## config.mk

```make
export PLATFORM = sky130hd
export DESIGN_NAME = oversampled_soft_uart_flat
export DESIGN_NICKNAME = d
export VERILOG_FILES = /design/src/sv/ouart_pkg.sv /design/src/sv/ouart_cmd_if.sv /design/src/sv/ouart_rsp_if.sv /design/src/sv/ouart_cfg_if.sv /design/src/sv/ouart_ram.sv /design/src/sv/ouart_tx.sv /design/src/sv/ouart_rx.sv /design/src/sv/oversampled_soft_uart.sv /design/src/flat_wrapper.sv
export SDC_FILE = /design/constraint.sdc
export NUM_CORES = 1
export LEC_CHECK = 0
export BUFFER_PORTS_ARGS = -buffer_cell sky130_fd_sc_hd__buf_4
export CELL_PAD_IN_SITES_DETAIL_PLACEMENT = 0
export CELL_PAD_IN_SITES_GLOBAL_PLACEMENT = 2
export CORE_ASPECT_RATIO = 0.6
export CORE_MARGIN = 2
export CORE_UTILIZATION = 51
export DETAILED_ROUTE_END_ITERATION = 10
export PLACE_DENSITY = 0.85
export SLEW_MARGIN = 20
export SYNTH_ARGS = -nofsm -noshare
export SYNTH_HDL_FRONTEND = slang
export SYNTH_HIERARCHICAL = 1
export SYNTH_SLANG_ARGS = --single-unit
```

## constraint.sdc

```tcl
create_clock -name clk -period 5.3 [get_ports clk]
set_clock_uncertainty 0.05 [all_clocks]
set_input_delay 1.06 -clock clk [delete_from_list [all_inputs] [get_ports clk]]
set_output_delay 1.06 -clock clk [all_outputs]
set_load 0.02 [all_outputs]
```

## src/sv/ouart_pkg.sv

```systemverilog
// Shared types and constants for the oversampled UART.
package ouart_pkg;

    localparam int FIFO_DEPTH_DEF = 32;
    localparam int TICKS_PER_BIT  = 3;
    localparam int FIRST_SAMPLE   = 4;

    localparam int CFG_INDEX_W = 2;
    localparam int FRAME_BITS_W = 4;
    localparam int FILL_W = 5;

    localparam logic [7:0]              DROP_BYTE_RST     = 8'hC2;
    localparam logic [FRAME_BITS_W-1:0] RX_DATA_BITS_RST  = 4'd8;
    localparam logic [FRAME_BITS_W-1:0] TX_FRAME_BITS_RST = 4'd10;

    typedef enum logic [1:0] {
        OP_TICK = 2'd0,
        OP_PUT  = 2'd1,
        OP_GET  = 2'd2,
        OP_NOP  = 2'd3
    } op_t;

    typedef enum logic [CFG_INDEX_W-1:0] {
        CFG_RX_ENABLE     = 2'd0,
        CFG_RX_DATA_BITS  = 2'd1,
        CFG_TX_FRAME_BITS = 2'd2,
        CFG_DROP_BYTE     = 2'd3
    } cfg_index_t;

    typedef struct packed {
        logic                    rx_enable;
        logic [FRAME_BITS_W-1:0] rx_data_bits;
        logic [FRAME_BITS_W-1:0] tx_frame_bits;
        logic [7:0]              drop_byte;
    } cfg_t;

    typedef struct packed {
        logic [1:0] opcode;
        logic       rx_line;
        logic [7:0] put_data;
    } cmd_t;

    typedef struct packed {
        logic tx_line;
        logic tx_busy;
        logic put_accepted;
    } tx_stat_t;

    typedef struct packed {
        logic              get_valid;
        logic              rx_overflow;
        logic [FILL_W-1:0] fill_count;
    } rx_stat_t;

    typedef struct packed {
        logic              tx_line;
        logic              put_accepted;
        logic              get_valid;
        logic [7:0]        get_data;
        logic [FILL_W-1:0] fill_count;
        logic              tx_busy;
        logic              rx_overflow;
    } res_t;

endpackage

```

## src/sv/ouart_cmd_if.sv

```systemverilog
// Command channel: opcode, receive pin level and transmit byte.
interface ouart_cmd_if;
    logic       valid;
    logic       ready;
    logic [1:0] opcode;
    logic       rx_line;
    logic [7:0] put_data;

    modport source (output valid, output opcode, output rx_line, output put_data,
                    input ready);
    modport sink   (input valid, input opcode, input rx_line, input put_data,
                    output ready);
endinterface

```

## src/sv/ouart_rsp_if.sv

```systemverilog
// Result channel: one status item for every command item.
interface ouart_rsp_if;
    logic       valid;
    logic       ready;
    logic       tx_line;
    logic       put_accepted;
    logic       get_valid;
    logic [7:0] get_data;
    logic [4:0] fill_count;
    logic       tx_busy;
    logic       rx_overflow;

    modport source (output valid, output tx_line, output put_accepted, output get_valid,
                    output get_data, output fill_count, output tx_busy,
                    output rx_overflow, input ready);
    modport sink   (input valid, input tx_line, input put_accepted, input get_valid,
                    input get_data, input fill_count, input tx_busy,
                    input rx_overflow, output ready);
endinterface

```

## src/sv/ouart_cfg_if.sv

```systemverilog
// Configuration write channel: register index and write data.
interface ouart_cfg_if;
    logic       valid;
    logic       ready;
    logic [1:0] index;
    logic [7:0] data;

    modport source (output valid, output index, output data, input ready);
    modport sink   (input valid, input index, input data, output ready);
endinterface

```

## src/sv/ouart_ram.sv

```systemverilog
// Generic single-port-write, single-port-read RAM with registered read data.
module ouart_ram #(
    parameter int WIDTH = 8,
    parameter int DEPTH = 32
) (
    input  logic                     clk,
    input  logic                     wr_en,
    input  logic [$clog2(DEPTH)-1:0] wr_addr,
    input  logic [WIDTH-1:0]         wr_data,
    input  logic                     rd_en,
    input  logic [$clog2(DEPTH)-1:0] rd_addr,
    output logic [WIDTH-1:0]         rd_data
);
    logic [WIDTH-1:0] mem [DEPTH];

    always_ff @(posedge clk)
    begin
        if (wr_en)
        begin
            mem[wr_addr] <= wr_data;
        end
        if (rd_en)
        begin
            rd_data <= mem[rd_addr];
        end
    end
endmodule

```

## src/sv/ouart_tx.sv

```systemverilog
// Transmitter: frame shift register, bit timing and put handling.
module ouart_tx
    import ouart_pkg::*;
(
    input  logic     clk,
    input  logic     rst_n,
    input  logic     fire,
    input  cmd_t     cmd,
    input  cfg_t     cfg,
    output tx_stat_t stat
);
    logic [9:0]              shift_reg, shift_next;
    logic [1:0]              tick_reg, tick_next;
    logic [FRAME_BITS_W-1:0] bits_reg, bits_next;
    logic                    active_reg, active_next;
    logic                    level_reg, level_next;
    logic                    accepted;

    always_comb
    begin
        shift_next  = shift_reg;
        tick_next   = tick_reg;
        bits_next   = bits_reg;
        active_next = active_reg;
        level_next  = level_reg;
        accepted    = 1'b0;
        if (fire && cmd.opcode == OP_TICK && active_reg)
        begin
            if (tick_reg <= 2'd1)
            begin
                level_next = shift_reg[0];
                shift_next = {1'b0, shift_reg[9:1]};
                tick_next  = 2'(TICKS_PER_BIT);
                if (bits_reg <= 4'd1)
                begin
                    bits_next   = '0;
                    active_next = 1'b0;
                end
                else
                begin
                    bits_next = bits_reg - 4'd1;
                end
            end
            else
            begin
                tick_next = tick_reg - 2'd1;
            end
        end
        else if (fire && cmd.opcode == OP_PUT && !active_reg)
        begin
            tick_next   = 2'(TICKS_PER_BIT);
            bits_next   = cfg.tx_frame_bits;
            shift_next  = {1'b1, cmd.put_data, 1'b0};
            active_next = 1'b1;
            accepted    = 1'b1;
        end
    end

    always_ff @(posedge clk or negedge rst_n)
    begin
        if (!rst_n)
        begin
            shift_reg  <= '0;
            tick_reg   <= '0;
            bits_reg   <= '0;
            active_reg <= 1'b0;
            level_reg  <= 1'b1;
        end
        else
        begin
            shift_reg  <= shift_next;
            tick_reg   <= tick_next;
            bits_reg   <= bits_next;
            active_reg <= active_next;
            level_reg  <= level_next;
        end
    end

    assign stat.tx_line      = level_next;
    assign stat.tx_busy      = active_next;
    assign stat.put_accepted = accepted;
endmodule

```

## src/sv/ouart_rx.sv

```systemverilog
// Receiver: start detection, bit sampling and the receive FIFO held in RAM.
module ouart_rx
    import ouart_pkg::*;
#(
    parameter int FIFO_DEPTH = FIFO_DEPTH_DEF
) (
    input  logic       clk,
    input  logic       rst_n,
    input  logic       fire,
    input  cmd_t       cmd,
    input  cfg_t       cfg,
    output rx_stat_t   stat,
    output logic [7:0] rd_data
);
    localparam int PW = $clog2(FIFO_DEPTH);
    localparam logic [PW-1:0] PTR_LAST = PW'(FIFO_DEPTH - 1);
    localparam logic [PW-1:0] PTR_ONE  = PW'(1);
    localparam logic [PW:0]   DEPTH_V  = (PW + 1)'(FIFO_DEPTH);

    logic                    active_reg, active_next;
    logic                    wait_reg, wait_next;
    logic [2:0]              tick_reg, tick_next;
    logic [FRAME_BITS_W-1:0] bits_reg, bits_next;
    logic [7:0]              shift_reg, shift_next;
    logic [7:0]              sel_reg, sel_next;
    logic [PW-1:0]           wp_reg, wp_next, wp_inc;
    logic [PW-1:0]           rp_reg, rp_next, rp_inc;
    logic                    wr_en, rd_en, lost;
    logic [PW:0]             diff, fill;

    assign wp_inc = (wp_reg == PTR_LAST) ? '0 : wp_reg + PTR_ONE;
    assign rp_inc = (rp_reg == PTR_LAST) ? '0 : rp_reg + PTR_ONE;

    always_comb
    begin
        active_next = active_reg;
        wait_next   = wait_reg;
        tick_next   = tick_reg;
        bits_next   = bits_reg;
        shift_next  = shift_reg;
        sel_next    = sel_reg;
        wp_next     = wp_reg;
        rp_next     = rp_reg;
        wr_en       = 1'b0;
        rd_en       = 1'b0;
        lost        = 1'b0;
        if (fire && cmd.opcode == OP_TICK && cfg.rx_enable)
        begin
            if (wait_reg)
            begin
                if (tick_reg <= 3'd1)
                begin
                    tick_next   = '0;
                    wait_next   = 1'b0;
                    active_next = 1'b0;
                    if (shift_reg != cfg.drop_byte)
                    begin
                        if (wp_inc == rp_reg)
                        begin
                            lost = 1'b1;
                        end
                        else
                        begin
                            wr_en   = 1'b1;
                            wp_next = wp_inc;
                        end
                    end
                end
                else
                begin
                    tick_next = tick_reg - 3'd1;
                end
            end
            else if (!active_reg)
            begin
                if (!cmd.rx_line)
                begin
                    active_next = 1'b1;
                    shift_next  = '0;
                    tick_next   = 3'(FIRST_SAMPLE);
                    bits_next   = cfg.rx_data_bits;
                    sel_next    = 8'd1;
                end
            end
            else if (tick_reg <= 3'd1)
            begin
                tick_next = 3'(TICKS_PER_BIT);
                if (cmd.rx_line)
                begin
                    shift_next = shift_reg | sel_reg;
                end
                sel_next = {sel_reg[6:0], 1'b0};
                if (bits_reg <= 4'd1)
                begin
                    bits_next = '0;
                    wait_next = 1'b1;
                end
                else
                begin
                    bits_next = bits_reg - 4'd1;
                end
            end
            else
            begin
                tick_next = tick_reg - 3'd1;
            end
        end
        else if (fire && cmd.opcode == OP_GET && rp_reg != wp_reg)
        begin
            rd_en   = 1'b1;
            rp_next = rp_inc;
        end
    end

    always_comb
    begin
        diff = {1'b0, wp_next} - {1'b0, rp_next};
        fill = diff[PW] ? diff + DEPTH_V : diff;
    end

    always_ff @(posedge clk or negedge rst_n)
    begin
        if (!rst_n)
        begin
            active_reg <= 1'b0;
            wait_reg   <= 1'b0;
            tick_reg   <= '0;
            bits_reg   <= '0;
            shift_reg  <= '0;
            sel_reg    <= 8'd1;
            wp_reg     <= '0;
            rp_reg     <= '0;
        end
        else
        begin
            active_reg <= active_next;
            wait_reg   <= wait_next;
            tick_reg   <= tick_next;
            bits_reg   <= bits_next;
            shift_reg  <= shift_next;
            sel_reg    <= sel_next;
            wp_reg     <= wp_next;
            rp_reg     <= rp_next;
        end
    end

    ouart_ram #(
        .WIDTH (8),
        .DEPTH (FIFO_DEPTH)
    ) u_fifo_ram (
        .clk     (clk),
        .wr_en   (wr_en),
        .wr_addr (wp_reg),
        .wr_data (shift_reg),
        .rd_en   (rd_en),
        .rd_addr (rp_reg),
        .rd_data (rd_data)
    );

    assign stat.get_valid   = rd_en;
    assign stat.rx_overflow = lost;
    assign stat.fill_count  = FILL_W'(fill);
endmodule

```

## src/sv/oversampled_soft_uart.sv

```systemverilog
// Top level of the oversampled UART: configuration, result pipeline and units.
//
// Each command item on cmd is a tick at three times the baud rate, a put of one
// byte to the transmitter, a get of one byte from the receive FIFO, or a no-op.
// Every command item yields exactly one result item on rsp, in order, carrying
// the transmit pin level, put and get outcomes, the FIFO fill and overflow.
// The receive FIFO sits in a RAM with a registered read port, so a get's byte
// arrives in the cycle after the command is taken; the result item therefore
// passes two registers, s1 and the output register, before it appears on rsp.
// One command item is accepted per cycle while rsp keeps up.
// When rsp stalls, one result waits in the output register and one more in
// the stage behind it; cmd.ready then drops until rsp takes an item.
// Configuration writes on cfg are always taken and should be made while the
// block is idle. After reset the transmit line is high, the FIFO is empty,
// the receiver is enabled for 8 data bits, frames are 10 bits and the drop
// byte is 0xC2. FIFO contents are not cleared, as only written entries are read.
module oversampled_soft_uart
    import ouart_pkg::*;
#(
    parameter int FIFO_DEPTH = FIFO_DEPTH_DEF
) (
    input  logic  clk,
    input  logic  rst_n,
    ouart_cmd_if.sink   cmd,
    ouart_rsp_if.source rsp,
    ouart_cfg_if.sink   cfg
);
    cfg_t     cfg_reg;
    cmd_t     cmd_bus;
    tx_stat_t tx_stat;
    rx_stat_t rx_stat;
    logic [7:0] rd_data;

    logic cmd_fire, out_load;
    logic s1_valid_reg, s1_valid_next;
    logic out_valid_reg, out_valid_next;
    res_t s1_reg, s1_next;
    res_t out_reg, out_next;

    assign cfg.ready = 1'b1;

    always_ff @(posedge clk or negedge rst_n)
    begin
        if (!rst_n)
        begin
            cfg_reg.rx_enable     <= 1'b1;
            cfg_reg.rx_data_bits  <= RX_DATA_BITS_RST;
            cfg_reg.tx_frame_bits <= TX_FRAME_BITS_RST;
            cfg_reg.drop_byte     <= DROP_BYTE_RST;
        end
        else if (cfg.valid)
        begin
            case (cfg.index)
                CFG_RX_ENABLE:     cfg_reg.rx_enable     <= cfg.data[0];
                CFG_RX_DATA_BITS:  cfg_reg.rx_data_bits  <= cfg.data[FRAME_BITS_W-1:0];
                CFG_TX_FRAME_BITS: cfg_reg.tx_frame_bits <= cfg.data[FRAME_BITS_W-1:0];
                CFG_DROP_BYTE:     cfg_reg.drop_byte     <= cfg.data;
                default:           ;
            endcase
        end
    end

    assign cmd_bus.opcode   = cmd.opcode;
    assign cmd_bus.rx_line  = cmd.rx_line;
    assign cmd_bus.put_data = cmd.put_data;

    assign out_load  = s1_valid_reg && (!out_valid_reg || rsp.ready);
    assign cmd.ready = !s1_valid_reg || out_load;
    assign cmd_fire  = cmd.valid && cmd.ready;

    ouart_tx u_tx (
        .clk   (clk),
        .rst_n (rst_n),
        .fire  (cmd_fire),
        .cmd   (cmd_bus),
        .cfg   (cfg_reg),
        .stat  (tx_stat)
    );

    ouart_rx #(
        .FIFO_DEPTH (FIFO_DEPTH)
    ) u_rx (
        .clk     (clk),
        .rst_n   (rst_n),
        .fire    (cmd_fire),
        .cmd     (cmd_bus),
        .cfg     (cfg_reg),
        .stat    (rx_stat),
        .rd_data (rd_data)
    );

    always_comb
    begin
        s1_next = s1_reg;
        if (cmd_fire)
        begin
            s1_next.tx_line      = tx_stat.tx_line;
            s1_next.put_accepted = tx_stat.put_accepted;
            s1_next.get_valid    = rx_stat.get_valid;
            s1_next.get_data     = '0;
            s1_next.fill_count   = rx_stat.fill_count;
            s1_next.tx_busy      = tx_stat.tx_busy;
            s1_next.rx_overflow  = rx_stat.rx_overflow;
        end
        out_next = out_reg;
        if (out_load)
        begin
            out_next          = s1_reg;
            out_next.get_data = s1_reg.get_valid ? rd_data : 8'd0;
        end
        s1_valid_next  = cmd_fire || (s1_valid_reg && !out_load);
        out_valid_next = out_load || (out_valid_reg && !rsp.ready);
    end

    always_ff @(posedge clk or negedge rst_n)
    begin
        if (!rst_n)
        begin
            s1_valid_reg  <= 1'b0;
            out_valid_reg <= 1'b0;
        end
        else
        begin
            s1_valid_reg  <= s1_valid_next;
            out_valid_reg <= out_valid_next;
        end
    end

    always_ff @(posedge clk)
    begin
        s1_reg  <= s1_next;
        out_reg <= out_next;
    end

    assign rsp.valid        = out_valid_reg;
    assign rsp.tx_line      = out_reg.tx_line;
    assign rsp.put_accepted = out_reg.put_accepted;
    assign rsp.get_valid    = out_reg.get_valid;
    assign rsp.get_data     = out_reg.get_data;
    assign rsp.fill_count   = out_reg.fill_count;
    assign rsp.tx_busy      = out_reg.tx_busy;
    assign rsp.rx_overflow  = out_reg.rx_overflow;
endmodule
```

## src/flat_wrapper.sv

```systemverilog
// flat-port wrapper written by rule: the top's interface ports become plain ports
module oversampled_soft_uart_flat import ouart_pkg::*;
#(
    parameter int FIFO_DEPTH = FIFO_DEPTH_DEF
)
  (clk, rst_n, cmd_valid, cmd_opcode, cmd_rx_line, cmd_put_data, cmd_ready, rsp_valid, rsp_tx_line, rsp_put_accepted, rsp_get_valid, rsp_get_data, rsp_fill_count, rsp_tx_busy, rsp_rx_overflow, rsp_ready, cfg_valid, cfg_index, cfg_data, cfg_ready);
  ouart_cmd_if cmd_i ();
  ouart_rsp_if rsp_i ();
  ouart_cfg_if cfg_i ();
  input  logic clk;
  input  logic rst_n;
  input wire logic [$bits(cmd_i.valid)-1:0] cmd_valid;
  input wire logic [$bits(cmd_i.opcode)-1:0] cmd_opcode;
  input wire logic [$bits(cmd_i.rx_line)-1:0] cmd_rx_line;
  input wire logic [$bits(cmd_i.put_data)-1:0] cmd_put_data;
  output wire logic [$bits(cmd_i.ready)-1:0] cmd_ready;
  output wire logic [$bits(rsp_i.valid)-1:0] rsp_valid;
  output wire logic [$bits(rsp_i.tx_line)-1:0] rsp_tx_line;
  output wire logic [$bits(rsp_i.put_accepted)-1:0] rsp_put_accepted;
  output wire logic [$bits(rsp_i.get_valid)-1:0] rsp_get_valid;
  output wire logic [$bits(rsp_i.get_data)-1:0] rsp_get_data;
  output wire logic [$bits(rsp_i.fill_count)-1:0] rsp_fill_count;
  output wire logic [$bits(rsp_i.tx_busy)-1:0] rsp_tx_busy;
  output wire logic [$bits(rsp_i.rx_overflow)-1:0] rsp_rx_overflow;
  input wire logic [$bits(rsp_i.ready)-1:0] rsp_ready;
  input wire logic [$bits(cfg_i.valid)-1:0] cfg_valid;
  input wire logic [$bits(cfg_i.index)-1:0] cfg_index;
  input wire logic [$bits(cfg_i.data)-1:0] cfg_data;
  output wire logic [$bits(cfg_i.ready)-1:0] cfg_ready;
  assign cmd_i.valid = cmd_valid;
  assign cmd_i.opcode = cmd_opcode;
  assign cmd_i.rx_line = cmd_rx_line;
  assign cmd_i.put_data = cmd_put_data;
  assign cmd_ready = cmd_i.ready;
  assign rsp_valid = rsp_i.valid;
  assign rsp_tx_line = rsp_i.tx_line;
  assign rsp_put_accepted = rsp_i.put_accepted;
  assign rsp_get_valid = rsp_i.get_valid;
  assign rsp_get_data = rsp_i.get_data;
  assign rsp_fill_count = rsp_i.fill_count;
  assign rsp_tx_busy = rsp_i.tx_busy;
  assign rsp_rx_overflow = rsp_i.rx_overflow;
  assign rsp_i.ready = rsp_ready;
  assign cfg_i.valid = cfg_valid;
  assign cfg_i.index = cfg_index;
  assign cfg_i.data = cfg_data;
  assign cfg_ready = cfg_i.ready;
  oversampled_soft_uart #(.FIFO_DEPTH(FIFO_DEPTH)) u_core (.clk(clk), .rst_n(rst_n), .cmd(cmd_i), .rsp(rsp_i), .cfg(cfg_i));
endmodule
```

Yosys cells after proc, flatten, opt, wreduce, memory -nomap -nowiden
Memory sizes are Yosys's and may differ from the RTL's. A register that Yosys moved wholly into a read port is not among the register bits.
Index checks and enable logic that the tools add are counted.

word-level totals
  input bits = 26
  bits in read-only memories = 0
  memories = 1
  latch bits = 0
  logic and storage cells = 158
  RAM bits = 256
  output and inout bits = 21
  flip-flop bits (word level) = 100

memories
  name                        words  width  read ports  clocked after Yosys merged registers in  wr ports  RTL line         RTL
  u_core.u_rx.u_fifo_ram.mem  32     8      1           1                                        1         ouart_ram.sv:14  logic [WIDTH-1:0] mem [DEPTH];

operators by class
  bitwise gates (word level) = 2
  muxes and demuxes = 62
  magnitude comparators = 4
  add/sub/neg operators = 8
  eq/ne operators = 16
  shift-type cells = 0
  reduce and logical (&&, ||, !) cells = 33
  $mul = 0
  divide/modulo/power cells = 0

operators by type and width
  kind                   count
  $mux W8                7
  $mux W5                10
  $mux W4                8
  $mux W10               3
  $mux W1                26
  $add A5 B1 Y5 const B  3
  $mux W3                5
  $reduce_and A2 Y1      7
  $logic_and A1 B1 Y1    11
  $eq A5 B5 Y1 const B   2
  $le A4 B1 Y1 const B   2
  $ne A2 B1 Y1 const B   4
  $ne A8 B8 Y1           1
  $or A8 B8 Y8           1
  $reduce_and A4 Y1      2
  $sub A4 B1 Y4 const B  2
  $eq A2 B2 Y1 const B   3
  $mux W2                3
  $sub A5 B5 Y6          1
  $eq A5 B5 Y1           1
  $logic_not A1 Y1       5
  $ne A5 B5 Y1           1
  $reduce_and A5 Y1      1
  $eq A2 B1 Y1 const B   2
  10 further kinds       14

Depth between registers and ports, before layout
Gate-level depths: netlist of run 1.

  depth in word-level cells = 12
  mapped depth = 16

Cells and area by module
Netlist of run 1, hierarchy kept.

by module, submodules not included
  module                 area an instance (um^2)  seq. area each (um^2)  cells an instance  instances
  ouart_ram              10133.5                  7927.6                 417                1
  ouart_rx               2214.6                   877.1                  237                1
  oversampled_soft_uart  1649.1                   1325.0                 84                 1
  ouart_tx               979.7                    451.7                  94                 1

Worst setup path before layout of run 1
Ideal clock, no wire load.

  path kind = input-to-reg
  start = input port rsp_ready
  end = register u_core/s1_reg[6] (netlist bit) (data pin)
  path slack = 935 ps
  cell stages on the path = 16
  arrival time = 4057 ps
  path through = nand3b_1 -> and2_1 -> nand4bb_1 -> buf_2 -> nor3_2 -> o211ai_1 -> a31oi_4 -> mux2_2 -> inv_1 -> ha_1 -> fa_1 -> inv_1 -> a21o_1 -> a21oi_1 -> xnor2_1 -> xnor2_1

RTL lines
  item                  RTL line                      RTL
  from (decl)           flat_wrapper.sv:25            input wire logic [$bits(rsp_i.ready)-1:0] rsp_ready;
  to (signal assigned)  oversampled_soft_uart.sv:131  s1_reg <= s1_next;
  to (decl)             oversampled_soft_uart.sv:37   res_t s1_reg, s1_next;

==> results of run 1 <==
==> per-layer routing <==
layer	track usage (%)	up-vias	part of all wire, %
li1	-	3355	-
met1	35.78	4038	48
met2	28.26	318	40
met3	7.621	35	9.8
met4	4.415	2	1.2
met5	1.935	-	0.25
==> where the power goes <==
group | switching [mW] | total [mW] | leakage, nW | internal, mW
logic | 0.660 | 1.34 | 1.76 | 0.676
clock network | 1.03 | 2.40 | 0.531 | 1.37
registers | 0.254 | 3.54 | 3.62 | 3.28
==> cell usage in the layout, fill, tap and decap left out, drive strengths merged, types with 11 or more instances in the layout <==
master,netlist,final
nand3,11,11
ha,15,15
a21oi,20,20
mux2,30,30
xnor2,18,18
dfrtp,63,63
inv,16,16
clkbuf,14,42
nand2,38,38
and2,12,12
buf,24,60
nor3,12,12
nor2,62,62
o21ai,27,27
mux2i,17,17
nand3b,11,11
edfxtp,292,292
mux4,80,80
clkinv,0,12
==> worst max-delay path: stages, from the launching register on <==
cell and delay, ns:
dfrtp_1 0.75, and3_2 0.31, ha_1 0.29, and2b_1 0.24, mux2i_1 0.16, xnor2_1 0.14
a31oi_4 0.40, mux2_2 0.40, inv_1 0.06, ha_1 0.17, fa_1 0.22, inv_1 0.05
a21o_1 0.17, a21oi_1 0.16, xnor2_1 0.15, xnor2_1 0.10
==> final timing paths <==
path	depth (start not counted)	endpoint	slack (ns)
hold / removal	0	u_core/rsp.fill_count[1]	0.37
min in group asynchronous	1	u_core/rsp.valid	0.62
hold reg to reg	0	u_core/rsp.fill_count[1]	0.37
setup / recovery	15	u_core/s1_reg[6]	1.23
max in group asynchronous	1	u_core/u_rx/rp_reg[0]	3.89
setup reg to reg	15	u_core/s1_reg[6]	1.23
==> layout make-up <==
class / count / area share [%]
Clock buffer: 42 / 5.636
Antenna cell: 1 / 0.01493
Multi-Input combinational cell: 414 / 24.50
Sequential cell: 364 / 63.16
Inverter: 16 / 0.3583
Clock inverter: 17 / 0.8435
Tap cell: 375 / 2.799
Timing Repair Buffer: 60 / 2.687
==> logic make-up (layout without fill, tap and decap cells) <==
| logic type | count (synthesis) | count (layout) |
|---|---|---|
| xor+xnor | 23 | 23 |
| fa+ha+maj | 16 | 16 |
| other cells | 1 | 2 |
| buf+inv | 54 | 135 |
| compound gates | 69 | 69 |
| flops | 364 | 364 |
| mux | 127 | 127 |
| simple gates | 178 | 178 |
==> out/qor.csv, run 1 <==
metric;value;unit
status;complete, no violations;
Setup Fix Bufs, Post-CTS;0;
fin crit share;76.75;%
RR Startpoint;u_core/u_rx/wp_reg[2];
CTS sink cnt;364;
Tmin final;4.068;ns
post-CTS sizing;0;
Post-synth top flop;edfxtp_1;
Inserted Clock Buffers;34;
global-route wire length before repair;49180;µm
post-synth top area cell;edfxtp_1;
setup repair after global routing missed its margin;false;
DIE AREA;30800;µm²
CP max FO;14;
Util after Layout;58.14;%
Post-synth top cells;edfxtp_1 (292), mux4_2 (80), dfrtp_1 (63);
vias per cell;6.011;
number of nets still failing antenna checks after routing;0;
Mapped Area;14980;µm²
Post-synth ARST share;19.78;%
H-Tree Depth;2;
fmax;245.8;MHz
number of hold buffers added after CTS;0;
Final Hold Vio Count;0;
pre-CTS WS;0.7636;ns
distinct cell type count after synthesis;65;
Final Routed Wirelength;32340;µm
most frequent cell after synthesis;edfxtp_1;
Hold WC Path Type;flip-flop to flip-flop;
Mean Syn Cell Area;18.00;µm²
startpoint type of the worst setup path;flip-flop;
Critical Path Sink Type;flip-flop;
fin worst setup slack;1.232;ns
GRT Util Overall;22.05;%
Final Cell Area;16760;µm²
Synth Area in XOR/XNOR;1.345;%
routed len/inst;25.09;µm
pwr/cell area;433.8;nW/µm²
Seq/Total Area, Yosys;70.65;%
crit path DAT;4.29;ns
Hold Startpoint;u_core/s1_reg[3];
IR drop worst, VDD;0.2354;mV
max-slew violations;0;
largest net degree at the start of global routing;73;
area delta synth->final;11.91;%
Port Buffers;45;
clock root buffer;clkbuf_16;
Cell Count, Final, Fillers Out;1289;
YS warnings;6;
nets;932;
Area contributors post-synth;edfxtp_1 (59%), mux4_2 (12%), dfrtp_1 (11%);
DR iter-0 viols;744;
max cap viols;0;
via count;7748;
die width;225.2;µm
count of flip-flops with a built-in enable after synthesis;292;
Worst Path Required;5.52;ns
TritonRoute pass-1 iters;5;
Setup CP Type;flip-flop to flip-flop;
endpoints failing setup;0;
vias in the first global route;7545;
core footprint;28830;µm²
post-synthesis mux area share;15.45;%
layout cells sized above 1;27.27;%
syn_nets;874;
gpl congestion;0.8595;
grt ovf;0;
initial core utilization;51.95;%
clk slew on worst S/H paths;0.06;ns
register area;10590;µm²
critical path startpoint;u_core/u_rx/wp_reg[2];
Post-route DRC;0;
total leakage power;5.911;nW
Synth Area in Adders;1.387;%
multi-input combinational cell area;4106;µm²
Simple-Gate Fraction of Synth Area;6.165;%
total power;7.271;mW
Die Y;136.7;µm
Cells after Synth;832;
Slew @ Worst Pin;1.006;ns
number of core rows;48;
antenna violations before repair;2;
Slew headroom;32.57;%
largest family of logic cells by synthesized area;multiplexers;
DP Cell Count;1229;
Fill cells;2116;
Fin Hold WS;0.3689;ns
Post-DP Area;15670;µm²
I/O Pins;47;
Setup TNS;0;ns
CTS max path bufs;3;
synthesized flop and latch total;364;
Clk Latency, worst-skew pair;0.52;ns
dpl hpwl;21300;µm
max FFs per register;256;
Yosys top cell area share;58.55;%
CTS tree;yes;
Synth Area in Compound Gates;3.049;%
No activity file was read; power rests on OpenSTA's default activity.
==> run 2, diff against run 1 <==
--- a/config.mk
+++ b/config.mk
@@ -10,9 +10,9 @@
 export CELL_PAD_IN_SITES_GLOBAL_PLACEMENT = 2
 export CORE_ASPECT_RATIO = 0.6
 export CORE_MARGIN = 2
-export CORE_UTILIZATION = 51
+export CORE_UTILIZATION = 48
 export DETAILED_ROUTE_END_ITERATION = 10
-export PLACE_DENSITY = 0.85
+export PLACE_DENSITY = 0.81
 export SLEW_MARGIN = 20
 export SYNTH_ARGS = -nofsm -noshare
 export SYNTH_HDL_FRONTEND = slang
==> constraint.sdc (replaced) <==
create_clock -name clk -period 4 [get_ports clk]
set_clock_uncertainty 0.05 [all_clocks]
set_input_delay 0.8 -clock clk [delete_from_list [all_inputs] [get_ports clk]]
set_output_delay 0.8 -clock clk [all_outputs]
set_load 0.02 [all_outputs]
==> run 2 against run 1 <==
Sequential share of layout area fell by 2.3 points. Clock-buffer cell count rose by 2. Core utilization fell by 2.0 points. Design area rose by 3.7%. Combinational power rose by 44%. Total power rose by 40%. Sequential power rose by 30%. Clock power rose by 53%. Register-to-register slack got worse by 0.99 ns. Largest power group unchanged.
==> out/qor.csv, run 2 (synthesized netlist as in run 1, its figures left out) <==
metric;value;unit
dpl hpwl;21920;µm
area delta synth->final;16.10;%
crit path DAT;3.97;ns
Fin Hold WS;0.3594;ns
CTS max path bufs;3;
gpl congestion;0.8490;
Inserted Clock Buffers;36;
routed len/inst;23.47;µm
reg-to-reg slack, setup;0.24;ns
combinational share of power;18.9;%
core footprint;30970;µm²
via count;7904;
Tmin final;3.756;ns
CP max FO;9;
Clk Latency, worst-skew pair;0.54;ns
endpoints failing setup;0;
DIE AREA;32680;µm²
pwr/cell area;587.5;nW/µm²
P_sw;2.683;mW
setup repair after global routing missed its margin;false;
I/O Pins;47;
max FFs per register;256;
Hold WC Path Type;input port to async pin;
clk slew on worst S/H paths;0.06;ns
Critical Path Sink Type;flip-flop;
Slew @ Worst Pin;0.9550;ns
Die Y;140.8;µm
number of core rows;50;
H-Tree Depth;2;
fmax;266.2;MHz
GRT Util Overall;20.70;%
global-route wire length before repair;49200;µm
Final Hold Vio Count;0;
Setup CP Type;flip-flop to flip-flop;
Port Buffers;45;
RR Startpoint;u_core/u_rx/wp_reg[1];
die width;232.0;µm
TritonRoute pass-1 iters;5;
largest net degree at the start of global routing;73;
Setup TNS;0;ns
P_int;7.532;mW
number of diodes;0;
DR iter-0 viols;768;
CTS sink cnt;364;
Slew headroom;36.33;%
Final Routed Wirelength;32480;µm
IR drop worst, VDD;0.3569;mV
commonest non-fill, non-tap cell in the layout;edfxtp_1;
critical path startpoint;u_core/u_rx/wp_reg[1];
commonest non-fill, non-tap cells in the layout;edfxtp_1 (292), buf_4 (109), mux4_2 (80);
clock root buffer;clkbuf_16;
multi-input combinational cell area;4111;µm²
Worst path slowest cell;dfrtp_2;
Post-route DRC;0;
total leakage power;6.417;nW
vias in the first global route;7906;
RR Endpoint;u_core/s1_reg[6];
antenna violations before repair;1;
Crit path max-delay family;compound AO/OA/AOI/OAI gates;
Worst Path Required;4.22;ns
max-slew violations;0;
worst path cell trace;ha_1 > and3_2 > ha_1 > and2b_1 > mux2i_1 > xnor2_1 > a31oi_4 > buf_4 > o21ai_0 > a22o_1 > ha_1 > a21o_1 > a21oi_1 > xnor2_1 > xnor2_1;
initial core utilization;48.36;%
grt ovf;0;
switching part of the total power;26.27;%
number of nets still failing antenna checks after routing;0;
register area;10590;µm²
Seq pwr share;45.0;%
nets;983;
fin crit share;93.90;%
startpoint type of the worst setup path;flip-flop;
R2R depth;15;
max cap viols;0;
Fill cells;2382;
slowest stage delay, CP;0.47;ns
total power;10.22;mW
vias per cell;5.711;
layout cells sized above 1;31.82;%
CTS tree;yes;
Buf+Inv Stages, Crit Path;1;
status;complete, no violations;
Clock Power Share;36.1;%
run 2: worst max path at each step:
stage	to	slack, ns	cells past startpoint
after floorplan	u_core/s1_reg[6]	0.03	16
after global placement	u_core/s1_reg[6]	0.23	15
after detailed placement	u_core/s1_reg[6]	0.11	15
after CTS	u_core/s1_reg[6]	0.18	15
after global routing	u_core/s1_reg[6]	0.0007	15
final	u_core/s1_reg[6]	0.24	15
run 2: metrics by stage:
step | utilization (%) | cells | setup slack, ns | cell area, µm²
after detailed placement | 51.92 | 1317 | 0.1134 | 16080
after global placement | 51.92 | 1317 | 0.2339 | 16080
after global routing | 56.15 | 1384 | 0.0007478 | 17390
after floorplan | - | 832 | 0.02778 | 14980
after CTS | 56.08 | 1382 | 0.1841 | 17370
final | 56.15 | 1384 | 0.2438 | 17390
run 2: power by group through the flow:
stage | sequential, mW | combinational (mW) | clock, mW
floorplan | 4.60 | 1.48 | 0
global placement | 4.67 | 1.89 | 0
detailed placement | 4.68 | 1.93 | 0
CTS | 4.60 | 1.95 | 3.77
global route | 4.64 | 2.12 | 3.92
finish | 4.60 | 1.93 | 3.68
run 2: routing by layer:
metal  GRT usage, %  wire (µm)  vias up
met5              0          0        -
met4          4.588        504        0
met3          6.493       3159       45
met2          27.42      13320      260
met1          33.27      15490     4128
li1               -          -     3471
run 2: timing repair:
item,in CTS,in global routing
setup buffers,0,2
endpoints found under the setup margin,0,2
gates resized for setup,0,3
hold buffers,0,0
run 2: area by class of cell:
class	instances	share of cell area, %
sequential	364	60.90
multi-input combinational	414	23.65
clock buffer	44	5.534
timing repair buffer	109	4.706
tap	416	2.993
clock inverter	21	1.878
inverter	16	0.3454
==> run 3, diff against run 2 <==
--- a/config.mk
+++ b/config.mk
@@ -10,9 +10,10 @@
 export CELL_PAD_IN_SITES_GLOBAL_PLACEMENT = 2
 export CORE_ASPECT_RATIO = 0.6
 export CORE_MARGIN = 2
-export CORE_UTILIZATION = 48
+export CORE_UTILIZATION = 50
+export CTS_BUF_LIST = sky130_fd_sc_hd__clkbuf_8
 export DETAILED_ROUTE_END_ITERATION = 10
-export PLACE_DENSITY = 0.81
+export PLACE_DENSITY = 0.83
 export SLEW_MARGIN = 20
 export SYNTH_ARGS = -nofsm -noshare
 export SYNTH_HDL_FRONTEND = slang
==> run 3 against run 2 <==
Worst setup slack gained 0.027 ns. Design area shrank 1.8%. First-iteration DRC count grew 8.9%. Clock-buffer cell count grew 10. Highest routed layer unchanged.
==> out/qor.csv, run 3 (synthesized netlist as in run 1, its figures left out) <==
metric;value;unit
Critical Path Sink Type;flip-flop;
Post-route DRC;0;
Fin Hold WS;0.2892;ns
Final Routed Wirelength;32470;µm
Slew @ Worst Pin;0.9450;ns
max FFs per register;256;
H-Tree Depth;2;
commonest non-fill, non-tap cells in the layout;edfxtp_1 (292), buf_4 (102), mux4_2 (80);
routed len/inst;23.21;µm
grt ovf;0;
Die Y;138.1;µm
total power;9.362;mW
vias in the first global route;8001;
nets;993;
Slew headroom;37.00;%
end point of the critical path;u_core/s1_reg[6];
CTS tree;yes;
RR Startpoint;u_core/u_rx/wp_reg[0];
DR iter-0 viols;836;
startpoint type of the worst setup path;flip-flop;
number of core rows;49;
fin worst setup slack;0.2703;ns
Critical Path Stages;15;
core footprint;29730;µm²
pwr/cell area;548.5;nW/µm²
DP Cell Count;1305;
total leakage power;6.341;nW
Port Buffers;45;
P_int;6.770;mW
status;complete, no violations;
clk slew on worst S/H paths;0.07;ns
fin crit share;93.24;%
Crit path max-delay family;compound AO/OA/AOI/OAI gates;
Final Hold Vio Count;0;
setup repair after global routing missed its margin;false;
slowest stage delay, CP;0.45;ns
Util after Layout;57.40;%
Tmin final;3.730;ns
max cap viols;0;
GRT Util Overall;21.15;%
DIE AREA;31400;µm²
Setup TNS;0;ns
commonest non-fill, non-tap cell in the layout;edfxtp_1;
CTS max path bufs;3;
Clk Latency, worst-skew pair;0.60;ns
Worst path slowest cell;dfrtp_2;
Final Cell Area;17070;µm²
combinational share of power;19.8;%
largest net degree at the start of global routing;73;
Seq pwr share;49.4;%
max-slew violations;0;
endpoints failing setup;0;
clock root buffer;clkbuf_8;
P_sw;2.592;mW
CTS sink cnt;364;
gpl congestion;0.8576;
die width;227.4;µm
via count;7914;
most frequent CP cell;xnor2_1;
crit path DAT;4.01;ns
pre-CTS WS;0.1866;ns
fmax;268.1;MHz
Fill cells;2233;
Hold WC Path Type;input port to async pin;
IR drop worst, VDD;0.2955;mV
layout cells sized above 1;31.31;%
critical path startpoint;u_core/u_rx/wp_reg[0];
I/O Pins;47;
antenna violations before repair;0;
worst path cell trace;ha_1 > and3_2 > ha_2 > and2b_1 > mux2i_1 > xnor2_1 > a31oi_4 > buf_4 > o21ai_0 > a22o_1 > ha_1 > a21o_1 > a21oi_1 > xnor2_1 > xnor2_1;
Clock Power Share;30.8;%
Setup CP Type;flip-flop to flip-flop;
global-route wire length before repair;48710;µm
Inserted Clock Buffers;52;
Buf+Inv Stages, Crit Path;1;
reg-to-reg slack, setup;0.27;ns
dpl hpwl;21630;µm
CP max FO;9;
area delta synth->final;13.96;%
Post-DP Area;16050;µm²
R2R depth;15;
initial core utilization;50.37;%
vias per cell;5.657;
number of nets still failing antenna checks after routing;0;
TritonRoute pass-1 iters;5;
Worst Path Required;4.28;ns
Setup Fix Bufs, Post-CTS;0;
RR Endpoint;u_core/s1_reg[6];
Cell Count, Final, Fillers Out;1399;
switching part of the total power;27.69;%
run 3: changes by cell type in the layout (fill, tap and decap cells not counted), sizes merged:
| cell | delta |
|---|---|
| diode | +1 |
| clkinv | +5 |
| inv | +17 |
| clkbuf | +10 |
| bufinv | -4 |
| buf | -6 |
run 3: power groups by stage:
stage	registers [mW]	logic, mW	clock network (mW)
6_report	4.63	1.85	2.88
5_1_grt	4.66	2.03	3.12
4_1_cts	4.63	1.88	2.95
3_5_place_dp	4.71	1.87	0
3_3_place_gp	4.69	1.83	0
2_1_floorplan	4.60	1.48	0
run 3: timing repair:
action | in CTS | in global routing
hold buffers | 0 | 0
resized for setup | 0 | 3
setup endpoints to repair | 0 | 2
run 3: layout make-up:
class / count / area (µm²) / share of cell area, %
Tap cell: 408 / 510.5 / 2.991
Antenna cell: 1 / 2.502 / 0.01466
Inverter: 16 / 60.06 / 0.3519
Clock inverter: 39 / 266.5 / 1.561
Clock buffer: 54 / 743.2 / 4.355
Timing Repair Buffer: 103 / 785.8 / 4.604
Multi-Input combinational cell: 414 / 4110 / 24.08
Sequential cell: 364 / 10590 / 62.04
run 3: how the worst min path moves through the flow:
stage                                 from                       end  slack, ns  cells after the start
after floorplan           u_core/s1_reg[2]  u_core/rsp.fill_count[0]       0.35                      0
after detailed placement  u_core/s1_reg[2]  u_core/rsp.fill_count[0]       0.35                      0
after global routing                 rst_n          u_core/rsp.valid       0.36                      1
final                                rst_n          u_core/rsp.valid       0.29                      1
after CTS                            rst_n          u_core/rsp.valid       0.31                      1
after global placement    u_core/s1_reg[2]  u_core/rsp.fill_count[0]       0.36                      0
run 3: layer usage:
| metal | part of all wire [%] | global-route usage [%] | up-vias | wire length, µm |
|---|---|---|---|---|
| met5 | 0 | 0 | - | 0 |
| met1 | 47 | 33.64 | 4098 | 15290 |
| met2 | 42 | 28.56 | 284 | 13760 |
| li1 | - | - | 3486 | - |
| met4 | 1.5 | 4.816 | 0 | 490 |
| met3 | 9.0 | 6.674 | 46 | 2936 |
run 3: worst reg2reg max path, delay by kind of cell (launching register included):
kind | cells | cell delay (ns)
and+or+nand+nor | 2 | 0.44
AOI/OAI and AO/OA | 5 | 0.93
adders and majority gates | 3 | 0.86
xor gates and xnor gates | 3 | 0.38
muxes | 1 | 0.18
DFF | 1 | 0.45
buffers and inverters | 1 | 0.19
